## src/rtl/sapq_pkg.sv

```systemverilog
`timescale 1ns / 1ps
// ---------------------------------------------------------------------------
// sapq_pkg : shared types for the sorted adaptable priority queue
// Action and status codes, sequencer states and the control word that the
// sequencer broadcasts to every cell of the sorted chain.
// ---------------------------------------------------------------------------
package sapq_pkg;

   // port field widths
   localparam int ACTION_W      = 2;
   localparam int KEY_PORT_W    = 16;
   localparam int HANDLE_PORT_W = 4;
   localparam int COUNT_PORT_W  = 5;
   localparam int STATUS_W      = 2;

   typedef enum logic [ACTION_W-1:0] {
      ACT_INSERT     = 2'd0,
      ACT_REMOVE_TOP = 2'd1,
      ACT_REMOVE_HDL = 2'd2,
      ACT_REPLACE    = 2'd3
   } action_type;

   typedef enum logic [STATUS_W-1:0] {
      ST_OK      = 2'd0,
      ST_FULL    = 2'd1,
      ST_EMPTY   = 2'd2,
      ST_UNKNOWN = 2'd3
   } status_type;

   typedef enum logic [1:0] {
      SEQ_IDLE,
      SEQ_REMOVE,
      SEQ_INSERT,
      SEQ_REPORT
   } seq_state_type;

   typedef enum logic [1:0] {
      CELL_HOLD,
      CELL_REMOVE,
      CELL_INSERT
   } cell_op_type;

   // broadcast to every cell
   typedef struct packed {
      cell_op_type op;
      logic        order_mode;   // 1: largest key at the front
      logic        remove_front; // remove the head cell, ignore handle match
   } cell_ctrl_type;

endpackage

```

## src/rtl/sapq_cell.sv

```systemverilog
`timescale 1ns / 1ps
// ---------------------------------------------------------------------------
// sapq_cell : one slot of the sorted chain
// Holds one key and handle. On insert it compares the new key locally and
// either keeps, takes the new entry or takes its left neighbour's entry.
// On remove it takes its right neighbour's entry at and after the hit.
// ---------------------------------------------------------------------------
module sapq_cell #(
   parameter int KW = 16,
   parameter int HW = 4
) (
   input  logic                   clock,
   input  logic                   reset,
   input  sapq_pkg::cell_ctrl_type ctrl,
   input  logic [KW-1:0]          new_key,
   input  logic [HW-1:0]          new_handle,
   input  logic [KW-1:0]          left_key,
   input  logic [HW-1:0]          left_handle,
   input  logic                   left_valid,
   input  logic                   left_ins,
   input  logic [KW-1:0]          right_key,
   input  logic [HW-1:0]          right_handle,
   input  logic                   right_valid,
   input  logic                   rm_left,
   output logic [KW-1:0]          cell_key,
   output logic [HW-1:0]          cell_handle,
   output logic                   cell_valid,
   output logic                   ins_here,
   output logic                   rm_here
);
   import sapq_pkg::*;

   logic [KW-1:0] key_ff, key_in;
   logic [HW-1:0] handle_ff, handle_in;
   logic          valid_ff, valid_in;
   logic          goes_before;

   // new key stands strictly ahead of the stored one; ties go behind
   assign goes_before = ctrl.order_mode ? (new_key > key_ff) : (new_key < key_ff);
   // insertion point here or somewhere to the left; the first one wins
   assign ins_here    = left_ins || !valid_ff || goes_before;
   // removal hit here or somewhere to the left
   assign rm_here     = rm_left || (valid_ff && (handle_ff == new_handle));

   // next contents
   always_comb begin
      key_in    = key_ff;
      handle_in = handle_ff;
      valid_in  = valid_ff;
      case (ctrl.op)
         CELL_INSERT: begin
            if (left_ins) begin
               key_in    = left_key;
               handle_in = left_handle;
               valid_in  = left_valid;
            end else if (ins_here) begin
               key_in    = new_key;
               handle_in = new_handle;
               valid_in  = 1'b1;
            end
         end
         CELL_REMOVE: begin
            if (rm_here) begin
               key_in    = right_key;
               handle_in = right_handle;
               valid_in  = right_valid;
            end
         end
         default: begin
         end
      endcase
   end

   always_ff @(posedge clock) begin
      if (reset) begin
         valid_ff <= 1'b0;
      end else begin
         valid_ff <= valid_in;
      end
   end

   // payload, no reset
   always_ff @(posedge clock) begin
      key_ff    <= key_in;
      handle_ff <= handle_in;
   end

   assign cell_key    = key_ff;
   assign cell_handle = handle_ff;
   assign cell_valid  = valid_ff;

endmodule

```

## src/rtl/sorted_adaptable_priority_queue.sv

```systemverilog
`timescale 1ns / 1ps
// ---------------------------------------------------------------------------
// sorted_adaptable_priority_queue : sorted list priority queue with handles
// A chain of DEPTH cells keeps the entries in queue order, front in cell 0.
// A sequencer runs each operation as a remove pass then an insert pass.
//
//  channel  | dir | transfer when          | content
//  ---------+-----+------------------------+--------------------------------
//  req_     | in  | req_tvalid & tready    | action (tuser), key, handle
//  rsp_     | out | rsp_tvalid & tready    | handle, front, count, status
//  csr_     | in  | csr_write_en           | order_mode
//
// Each operation is a remove pass and an insert pass through the cell chain,
// then the report cycle, in which the next request is taken.
// A stalled response holds the sequencer in the report cycle.
// Synchronous reset empties the chain and clears all handles; no clearing
// pass is needed.
// ---------------------------------------------------------------------------
module sorted_adaptable_priority_queue #(
   parameter int DEPTH     = 16,
   parameter int KEY_WIDTH = 16
) (
   input  logic                          clock,
   input  logic                          reset,
   // config
   input  logic                          csr_write_en,
   input  logic                          csr_write_data,
   // requests
   input  logic                          req_tvalid,
   output logic                          req_tready,
   input  logic [23:0]                   req_tdata,  // key[15:0], handle[19:16], zero pad
   input  logic [sapq_pkg::ACTION_W-1:0] req_tuser,  // action[1:0]
   // responses
   output logic                          rsp_tvalid,
   input  logic                          rsp_tready,
   // assigned_handle[3:0], front_key[19:4], front_handle[23:20],
   // entry_count[28:24], is_empty[29], status[31:30]
   output logic [31:0]                   rsp_tdata
);
   import sapq_pkg::*;

   localparam int HW = (DEPTH > 1) ? $clog2(DEPTH) : 1;
   localparam int CW = $clog2(DEPTH + 1);
   localparam int KW = (KEY_WIDTH < KEY_PORT_W) ? KEY_WIDTH : KEY_PORT_W;

   // sequencer and item registers
   seq_state_type          state_ff, state_in;
   action_type             action_ff, action_in;
   logic [KW-1:0]          key_ff, key_in;
   logic [HANDLE_PORT_W-1:0] hdl_ff, hdl_in;
   status_type             status_ff, status_in;
   logic [HW-1:0]          assigned_ff, assigned_in;
   logic [DEPTH-1:0]       busy_ff, busy_in;
   logic [CW-1:0]          count_ff, count_in;
   logic                   order_mode_ff;
   logic                   rsp_valid_ff, rsp_valid_in;
   logic [31:0]            rsp_data_ff, rsp_data_in;

   // cell chain signals
   cell_ctrl_type          ctrl;
   logic [KW-1:0]          new_key;
   logic [HW-1:0]          new_handle;
   logic [KW-1:0]          c_key    [DEPTH];
   logic [HW-1:0]          c_handle [DEPTH];
   logic                   c_valid  [DEPTH];
   logic                   c_ins    [DEPTH];
   logic                   c_rm     [DEPTH];

   logic [HW-1:0]          free_hdl;
   logic [HW-1:0]          hdl_idx;
   logic                   hdl_range_ok;
   logic                   take;
   logic [HANDLE_PORT_W-1:0] out_assigned;
   logic [KEY_PORT_W-1:0]  out_front_key;
   logic [HANDLE_PORT_W-1:0] out_front_hdl;

   // lowest free handle
   always_comb begin
      free_hdl = '0;
      for (int i = DEPTH - 1; i >= 0; i--) begin
         if (!busy_ff[i]) begin
            free_hdl = HW'(i);
         end
      end
   end

   assign hdl_range_ok = (int'(hdl_ff) < DEPTH);
   assign hdl_idx      = HW'(hdl_ff);

   // cell chain
   for (genvar g = 0; g < DEPTH; g++) begin : g_cell
      logic [KW-1:0] l_key, r_key;
      logic [HW-1:0] l_hdl, r_hdl;
      logic          l_valid, r_valid, l_ins, l_rm;

      if (g == 0) begin : g_head
         assign l_key   = '0;
         assign l_hdl   = '0;
         assign l_valid = 1'b0;
         assign l_ins   = 1'b0;
         assign l_rm    = ctrl.remove_front;
      end else begin : g_body
         assign l_key   = c_key[g-1];
         assign l_hdl   = c_handle[g-1];
         assign l_valid = c_valid[g-1];
         assign l_ins   = c_ins[g-1];
         assign l_rm    = c_rm[g-1];
      end

      if (g == DEPTH - 1) begin : g_tail
         assign r_key   = '0;
         assign r_hdl   = '0;
         assign r_valid = 1'b0;
      end else begin : g_inner
         assign r_key   = c_key[g+1];
         assign r_hdl   = c_handle[g+1];
         assign r_valid = c_valid[g+1];
      end

      sapq_cell #(
         .KW (KW),
         .HW (HW)
      ) u_cell (
         .clock        (clock),
         .reset        (reset),
         .ctrl         (ctrl),
         .new_key      (new_key),
         .new_handle   (new_handle),
         .left_key     (l_key),
         .left_handle  (l_hdl),
         .left_valid   (l_valid),
         .left_ins     (l_ins),
         .right_key    (r_key),
         .right_handle (r_hdl),
         .right_valid  (r_valid),
         .rm_left      (l_rm),
         .cell_key     (c_key[g]),
         .cell_handle  (c_handle[g]),
         .cell_valid   (c_valid[g]),
         .ins_here     (c_ins[g]),
         .rm_here      (c_rm[g])
      );
   end

   // report fields, taken from the chain after both passes
   assign out_assigned  = (status_ff == ST_OK &&
                           (action_ff == ACT_INSERT || action_ff == ACT_REPLACE))
                          ? HANDLE_PORT_W'(assigned_ff) : '0;
   assign out_front_key = c_valid[0] ? KEY_PORT_W'(c_key[0]) : '0;
   assign out_front_hdl = c_valid[0] ? HANDLE_PORT_W'(c_handle[0]) : '0;

   // sequencer: next state, chain control, bookkeeping
   always_comb begin
      state_in     = state_ff;
      action_in    = action_ff;
      key_in       = key_ff;
      hdl_in       = hdl_ff;
      status_in    = status_ff;
      assigned_in  = assigned_ff;
      busy_in      = busy_ff;
      count_in     = count_ff;
      rsp_valid_in = rsp_valid_ff && !rsp_tready;
      rsp_data_in  = rsp_data_ff;
      req_tready   = 1'b0;
      take         = 1'b0;
      ctrl.op           = CELL_HOLD;
      ctrl.order_mode   = order_mode_ff;
      ctrl.remove_front = 1'b0;
      new_key      = key_ff;
      new_handle   = hdl_idx;

      case (state_ff)
         SEQ_IDLE: begin
            req_tready = 1'b1;
            take       = req_tvalid;
         end

         SEQ_REMOVE: begin
            state_in = SEQ_INSERT;
            status_in = ST_OK;
            case (action_ff)
               ACT_INSERT: begin
                  if (int'(count_ff) >= DEPTH) begin
                     status_in = ST_FULL;
                  end else begin
                     assigned_in       = free_hdl;
                     busy_in[free_hdl] = 1'b1;
                  end
               end
               ACT_REMOVE_TOP: begin
                  if (count_ff == '0) begin
                     status_in = ST_EMPTY;
                  end else begin
                     ctrl.op               = CELL_REMOVE;
                     ctrl.remove_front     = 1'b1;
                     busy_in[c_handle[0]]  = 1'b0;
                     count_in              = count_ff - 1'b1;
                  end
               end
               default: begin
                  if (!hdl_range_ok || !busy_ff[hdl_idx]) begin
                     status_in = ST_UNKNOWN;
                  end else begin
                     ctrl.op     = CELL_REMOVE;
                     count_in    = count_ff - 1'b1;
                     assigned_in = hdl_idx;
                     if (action_ff == ACT_REMOVE_HDL) begin
                        busy_in[hdl_idx] = 1'b0;
                     end
                  end
               end
            endcase
         end

         SEQ_INSERT: begin
            state_in   = SEQ_REPORT;
            new_handle = assigned_ff;
            if (status_ff == ST_OK &&
                (action_ff == ACT_INSERT || action_ff == ACT_REPLACE)) begin
               ctrl.op  = CELL_INSERT;
               count_in = count_ff + 1'b1;
            end
         end

         SEQ_REPORT: begin
            if (!rsp_valid_ff || rsp_tready) begin
               rsp_valid_in = 1'b1;
               rsp_data_in  = {status_ff, (count_ff == '0), COUNT_PORT_W'(count_ff),
                               out_front_hdl, out_front_key, out_assigned};
               req_tready   = 1'b1;
               take         = req_tvalid;
               if (!req_tvalid) begin
                  state_in = SEQ_IDLE;
               end
            end
         end

         default: begin
            state_in = SEQ_IDLE;
         end
      endcase

      // capture a new request
      if (take) begin
         state_in  = SEQ_REMOVE;
         action_in = action_type'(req_tuser);
         key_in    = KW'(req_tdata[KEY_PORT_W-1:0]);
         hdl_in    = req_tdata[KEY_PORT_W +: HANDLE_PORT_W];
      end
   end

   // control registers
   always_ff @(posedge clock) begin
      if (reset) begin
         state_ff      <= SEQ_IDLE;
         busy_ff       <= '0;
         count_ff      <= '0;
         order_mode_ff <= 1'b0;
         rsp_valid_ff  <= 1'b0;
      end else begin
         state_ff     <= state_in;
         busy_ff      <= busy_in;
         count_ff     <= count_in;
         rsp_valid_ff <= rsp_valid_in;
         if (csr_write_en) begin
            order_mode_ff <= csr_write_data;
         end
      end
   end

   // item and response payload
   always_ff @(posedge clock) begin
      action_ff   <= action_in;
      key_ff      <= key_in;
      hdl_ff      <= hdl_in;
      status_ff   <= status_in;
      assigned_ff <= assigned_in;
      rsp_data_ff <= rsp_data_in;
   end

   assign rsp_tvalid = rsp_valid_ff;
   assign rsp_tdata  = rsp_data_ff;

endmodule
```

## config.mk

```make
export PLATFORM = sky130hd
export DESIGN_NAME = sorted_adaptable_priority_queue
export DESIGN_NICKNAME = d
export VERILOG_FILES = /design/src/rtl/sapq_pkg.sv /design/src/rtl/sapq_cell.sv /design/src/rtl/sorted_adaptable_priority_queue.sv
export SDC_FILE = /design/constraint.sdc
export NUM_CORES = 1
export LEC_CHECK = 0
export ABC_AREA = 0
export BUFFER_PORTS_ARGS = -buffer_cell sky130_fd_sc_hd__buf_2
export CAP_MARGIN = 15
export CORE_UTILIZATION = 31
export DETAILED_ROUTE_END_ITERATION = 6
export PLACE_DENSITY = 0.44
export SKIP_CTS_REPAIR_TIMING = 1
export SYNTH_ARGS = -nofsm -noshare
export SYNTH_HDL_FRONTEND = slang
export SYNTH_HIERARCHICAL = 1
export SYNTH_SLANG_ARGS = --single-unit
```

## constraint.sdc

```tcl
create_clock -name clock -period 21.2 [get_ports clock]
set_input_delay 4.24 -clock clock [delete_from_list [all_inputs] [get_ports clock]]
set_output_delay 4.24 -clock clock [all_outputs]
set_load 0.02 [all_outputs]
```

Word-level counts from Yosys, hierarchy flattened

Index checks and enable logic that the tools add are counted.
W data, S select, Z words.

Add/subtract/negate cells: 2
Bitwise logic cells: 6
Reduce and logical (&&, ||, !) cells: 122
Magnitude comparators: 39
Eq/ne operators: 66
Muxes and demuxes: 265

Operators with widths:

| kind                 | count |
|---|---|
| $mux W16             | 51 |
| $pmux W16 S2         | 17 |
| $mux W4              | 66 |
| $gt A16 B16 Y1       | 16 |
| $lt A16 B16 Y1       | 16 |
| $pmux W4 S2          | 17 |
| $mux W1              | 78 |
| $eq A4 B4 Y1         | 16 |
| $reduce_and A3 Y1    | 18 |
| $logic_or A1 B1 Y1   | 49 |
| $ne A3 B1 Y1 const B | 15 |
| $pmux W1 S2          | 19 |
| $ne A2 B1 Y1 const B | 17 |
| $and A16 B16 Y16     | 2 |
| $not A16 Y16         | 2 |
| $logic_and A1 B1 Y1  | 21 |
| $pmux W5 S2          | 2 |
| $logic_not A1 Y1     | 18 |
| $or A16 B16 Y16      | 1 |
| $lt A4 B5 Y1 const B | 3 |
| $mux W5              | 3 |
| $demux W1 S4         | 3 |
| $ge A4 B1 Y1 const B | 3 |
| $ne A2 B2 Y1 const B | 6 |
| 20 further kinds     | 41 |

Output and inout bits: 34
Logic and storage cells: 562
Register bits: 421
Input port bits: 32

Longest topological paths before layout

Word-level depth: 36
Gate-level depth with buffers: 69
Gate-level depth less buffers: 40

Cells and area by module

The synthesis kept the hierarchy.

Modules (own cells, without submodules):

| module                          | sequential area each (µm²) | cells an instance | instances | area an instance (µm²) |
|---|---|---|---|---|
| sapq_cell                       | 620.6                      | 170               | 16        | 1629.1 |
| sorted_adaptable_priority_queue | 2302.2                     | 350               | 1         | 4150.2 |

Least setup slack after synthesis

Ideal clock, no wire load.

Kind: reg2reg
Start: register key_ff[15]
End: register g_cell[15].u_cell.valid_ff
Data arrival time: 11063 ps
Period minus slack after synthesis: 11184 ps
Path slack: 10016 ps
Cell stages (with the launch flop): 68
Data required time: 21079 ps
Library setup time: 121 ps
Path through: edfxtp_1 -> ha_1 -> and4_1 -> a21oi_1 -> nand3_2 -> nand3_1 -> o2111ai_1 -> clkbuf_8 -> buf_2 -> inv_1 -> o2111ai_1 -> clkbuf_8 -> buf_2 -> inv_1 -> o2111ai_1 -> clkbuf_8 -> buf_2 -> inv_1 -> [... 32 more ...] -> o2111ai_1 -> clkbuf_8 -> buf_2 -> inv_1 -> o2111ai_1 -> clkbuf_8 -> buf_2 -> inv_1 -> o2111ai_1 -> clkbuf_8 -> buf_2 -> inv_1 -> o2111ai_1 -> clkbuf_8 -> o21ai_0 -> o211ai_1 -> mux2_4 -> mux2_4

RTL lines:

| item                     | RTL line                               | source |
|---|---|---|
| start: declaration       | sorted_adaptable_priority_queue.sv:49  | `logic [KW-1:0] key_ff, key_in;` |
| start signal: assignment | sorted_adaptable_priority_queue.sv:274 | `key_ff <= key_in;` |
| end signal: assignment   | sapq_cell.sv:78                        | `valid_ff <= valid_in;` |
| end: declaration         | sapq_cell.sv:35                        | `logic valid_ff, valid_in;` |

==> summary.md <==
| Metric | Value |
|---|---|
| RePlAce Congestion | 0.838 |
| Clock transition at path regs | 0.06 ns |
| CTS tree | built |
| WP data required | roughly 22 ns |
| Max VDD drop | a little under 90 µV |
| Commonest non-fill, non-tap cell in the layout | nand2_1 |
| Initial drt markers | 1,707 |
| Worst slew margin | a little over a third |
| Pleak | around 15 nW |
| CTS Sinks | 421 |
| RSZ-0062 raised after global routing | false |
| Via Count | 23,400 |
| First-pass GRT wire length | approximately 140,000 µm |
| NumNets Final | between 3,000 and 4,000 |
| # DRC | 0 |
| Chip width | between 300 and 400 µm |
| CP Class | reg2reg |
| Final setup fails | 0 |
| R2r worst-path depth | 50 |
| Min Clock Period, post-route | roughly 10 ns |
| CP Capture Type | register |
| Worst hold stages | 0 |
| Final Util | between 30% and 40% |
| Number of buffers created by CTS | between 50 and 60 |
| Least-Margin Pin Slew | 0.951 ns |
| Total Routed Length | a little over 90,000 µm |
| Share of cells above drive strength 1 | between 10% and 20% |
| Antenna cells | 0 |
| DIE HEIGHT | between 300 and 400 µm |
| # Max-Cap Violations | 0 |
| Synth Cell Area | 30,200 µm² |
| Critical path peak fanout | 23 |
| Nature of the critical path startpoint | register |
| Final HPWL DP | ~68,000 µm |
| Worst path arrival time | between 10 and 15 ns |
| Setup ws final | approximately 11 ns |
| Remaining antenna violation count | 0 |
| Largest net degree at the start of global routing | a little under 60 |
| Hold_sp | status_ff[0]$_DFFE_PP_ |
| Synth Area per Inst | roughly 10 µm² |
| Initial Util | a little under a third |
| Ports | 66 |
| Hold EP | rsp_tdata[30]$_DFFE_PP_ |
| R2r endpoint | g_cell[15].u_cell/cell_valid$_SDFFE_PP0P_ |
| F_max | slightly below 0.1 GHz |
| WL/cell | a little over 20 µm |
| Pre-Repair DR Iteration Count | 7 |
| Post-synthesis instance total | 3,066 |
| Antenna violations before repair | 1 |
| Crit path max-delay cell type | edfxtp_1 |
| Worst reg2reg setup slack | approximately 11 ns |
| Syn. warnings | 6 |
| PortBufs | 61 |
| Status | completed |
| Root Buffer | clkbuf_16 |
| Final hold vios | 0 |
| Slew Viols, Final | 0 |
| Vias per cell | about 5.2 |
| Bufs on Longest Clock Path | 3 |
| Most frequent cells in the layout | nand2_1 (390), o21ai_0 (389), edfxtp_1 (380) |
| Fin crit share | 47.6% |
| Cell Rows | 114 |
| Class of the worst hold path | reg2reg |
| GR Overflow Total | 0 |
| H-tree depth | 2 |
| Dpl ws | roughly 11 ns |
| Area of the core | just under 100,000 µm² |
| Final setup TNS | 0 ns |
| CP peak stage delay | 0.68 ns |
| Die Area | between 90,000 and 100,000 µm² |
| Worst flop-to-flop path startpoint | key_ff[6]$_DFFE_PP_ |
| GRT Overall Usage | around 19% |
| Power Density | just under 90 nW/µm² |
| Vias in the first global route | roughly 23,000 |
| Clock Latency Late Sink | roughly 0.65 ns |
| P&R area growth vs syn | 12.9% |
| Cell repeated most along the worst path | o2111ai_2 |
| Worst clock skew | 0.0309 ns |
==> power by group <==
| part | internal, mW | total (mW) | switching (mW) |
|---|---|---|---|
| combinational | 0.324 | 0.952 | 0.627 |
| clock | 0.576 | 0.969 | 0.393 |
| sequential | 0.984 | 1.04 | 0.0568 |
| total | 1.88 | 2.96 | 1.08 |
==> worst max-delay path: cells and delay by family, from the launching register on <==
kind            cells  cell delay (ns)
compound gates     18             1.88
simple gates        4             0.49
mux                 2             0.75
flops               1             0.68
buf+inv            25             5.65
fa+ha+maj           1             0.44
==> worst max path at each step <==
stage | from | end | slack [ns] | cells after the start
2_1_floorplan | key_ff[15]$_DFFE_PP_ | g_cell[15].u_cell/cell_valid$_SDFFE_PP0P_ | 10.04 | 67
3_3_place_gp | key_ff[11]$_DFFE_PP_ | g_cell[15].u_cell/cell_valid$_SDFFE_PP0P_ | 11.35 | 50
3_5_place_dp | key_ff[11]$_DFFE_PP_ | g_cell[15].u_cell/cell_valid$_SDFFE_PP0P_ | 11.14 | 50
4_1_cts | key_ff[11]$_DFFE_PP_ | g_cell[15].u_cell/cell_valid$_SDFFE_PP0P_ | 11.04 | 50
5_1_grt | key_ff[11]$_DFFE_PP_ | g_cell[15].u_cell/cell_valid$_SDFFE_PP0P_ | 10.40 | 50
6_report | key_ff[6]$_DFFE_PP_ | g_cell[15].u_cell/cell_valid$_SDFFE_PP0P_ | 11.10 | 50
==> through the flow <==
stage	instances	power [mW]	area (µm²)	hold slack (ns)
after global placement	4385	1.96	32200	0.440
after global routing	4488	3.13	34100	0.478
final	4488	2.96	34100	0.459
after CTS	4488	2.99	34100	0.456
after floorplan	3108	1.65	30400	0.428
after detailed placement	4385	2.00	32200	0.442
==> per-layer routing <==
| layer | wire length, µm | share of wire, % | vias up | track usage (%) |
|---|---|---|---|---|
| li1 | - | - | 11200 | - |
| met1 | 44600 | 48 | 11400 | 26.1 |
| met5 | 0 | 0 | - | 0 |
| met4 | 2630 | 2.8 | 0 | 5.83 |
| met2 | 41600 | 45 | 662 | 29.5 |
| met3 | 4480 | 4.8 | 151 | 2.40 |
==> registers in the layout, indices dropped and copies added, names as in the netlist, 2 cells and up <==
name and flops:
action_ff 2, rsp_tdata 32, assigned_ff 4, g_cell.u_cell/cell_handle 64, g_cell.u_cell/cell_key 256, hdl_ff 4
key_ff 16, state_ff 2, status_ff 2, busy_ff 16, count_ff 5, g_cell.u_cell/cell_valid 16
==> final cells by class <==
| type | instances | area, µm² |
|---|---|---|
| Multi-Input combinational cell | 2243 | 16400 |
| Fill cell | 9709 | 62500 |
| Clock inverter | 27 | 298 |
| Clock buffer | 76 | 1570 |
| Timing Repair Buffer | 128 | 808 |
| Inverter | 317 | 1190 |
| Sequential cell | 421 | 12200 |
| Tap cell | 1276 | 1600 |
Power figures use the tool's default switching activity.
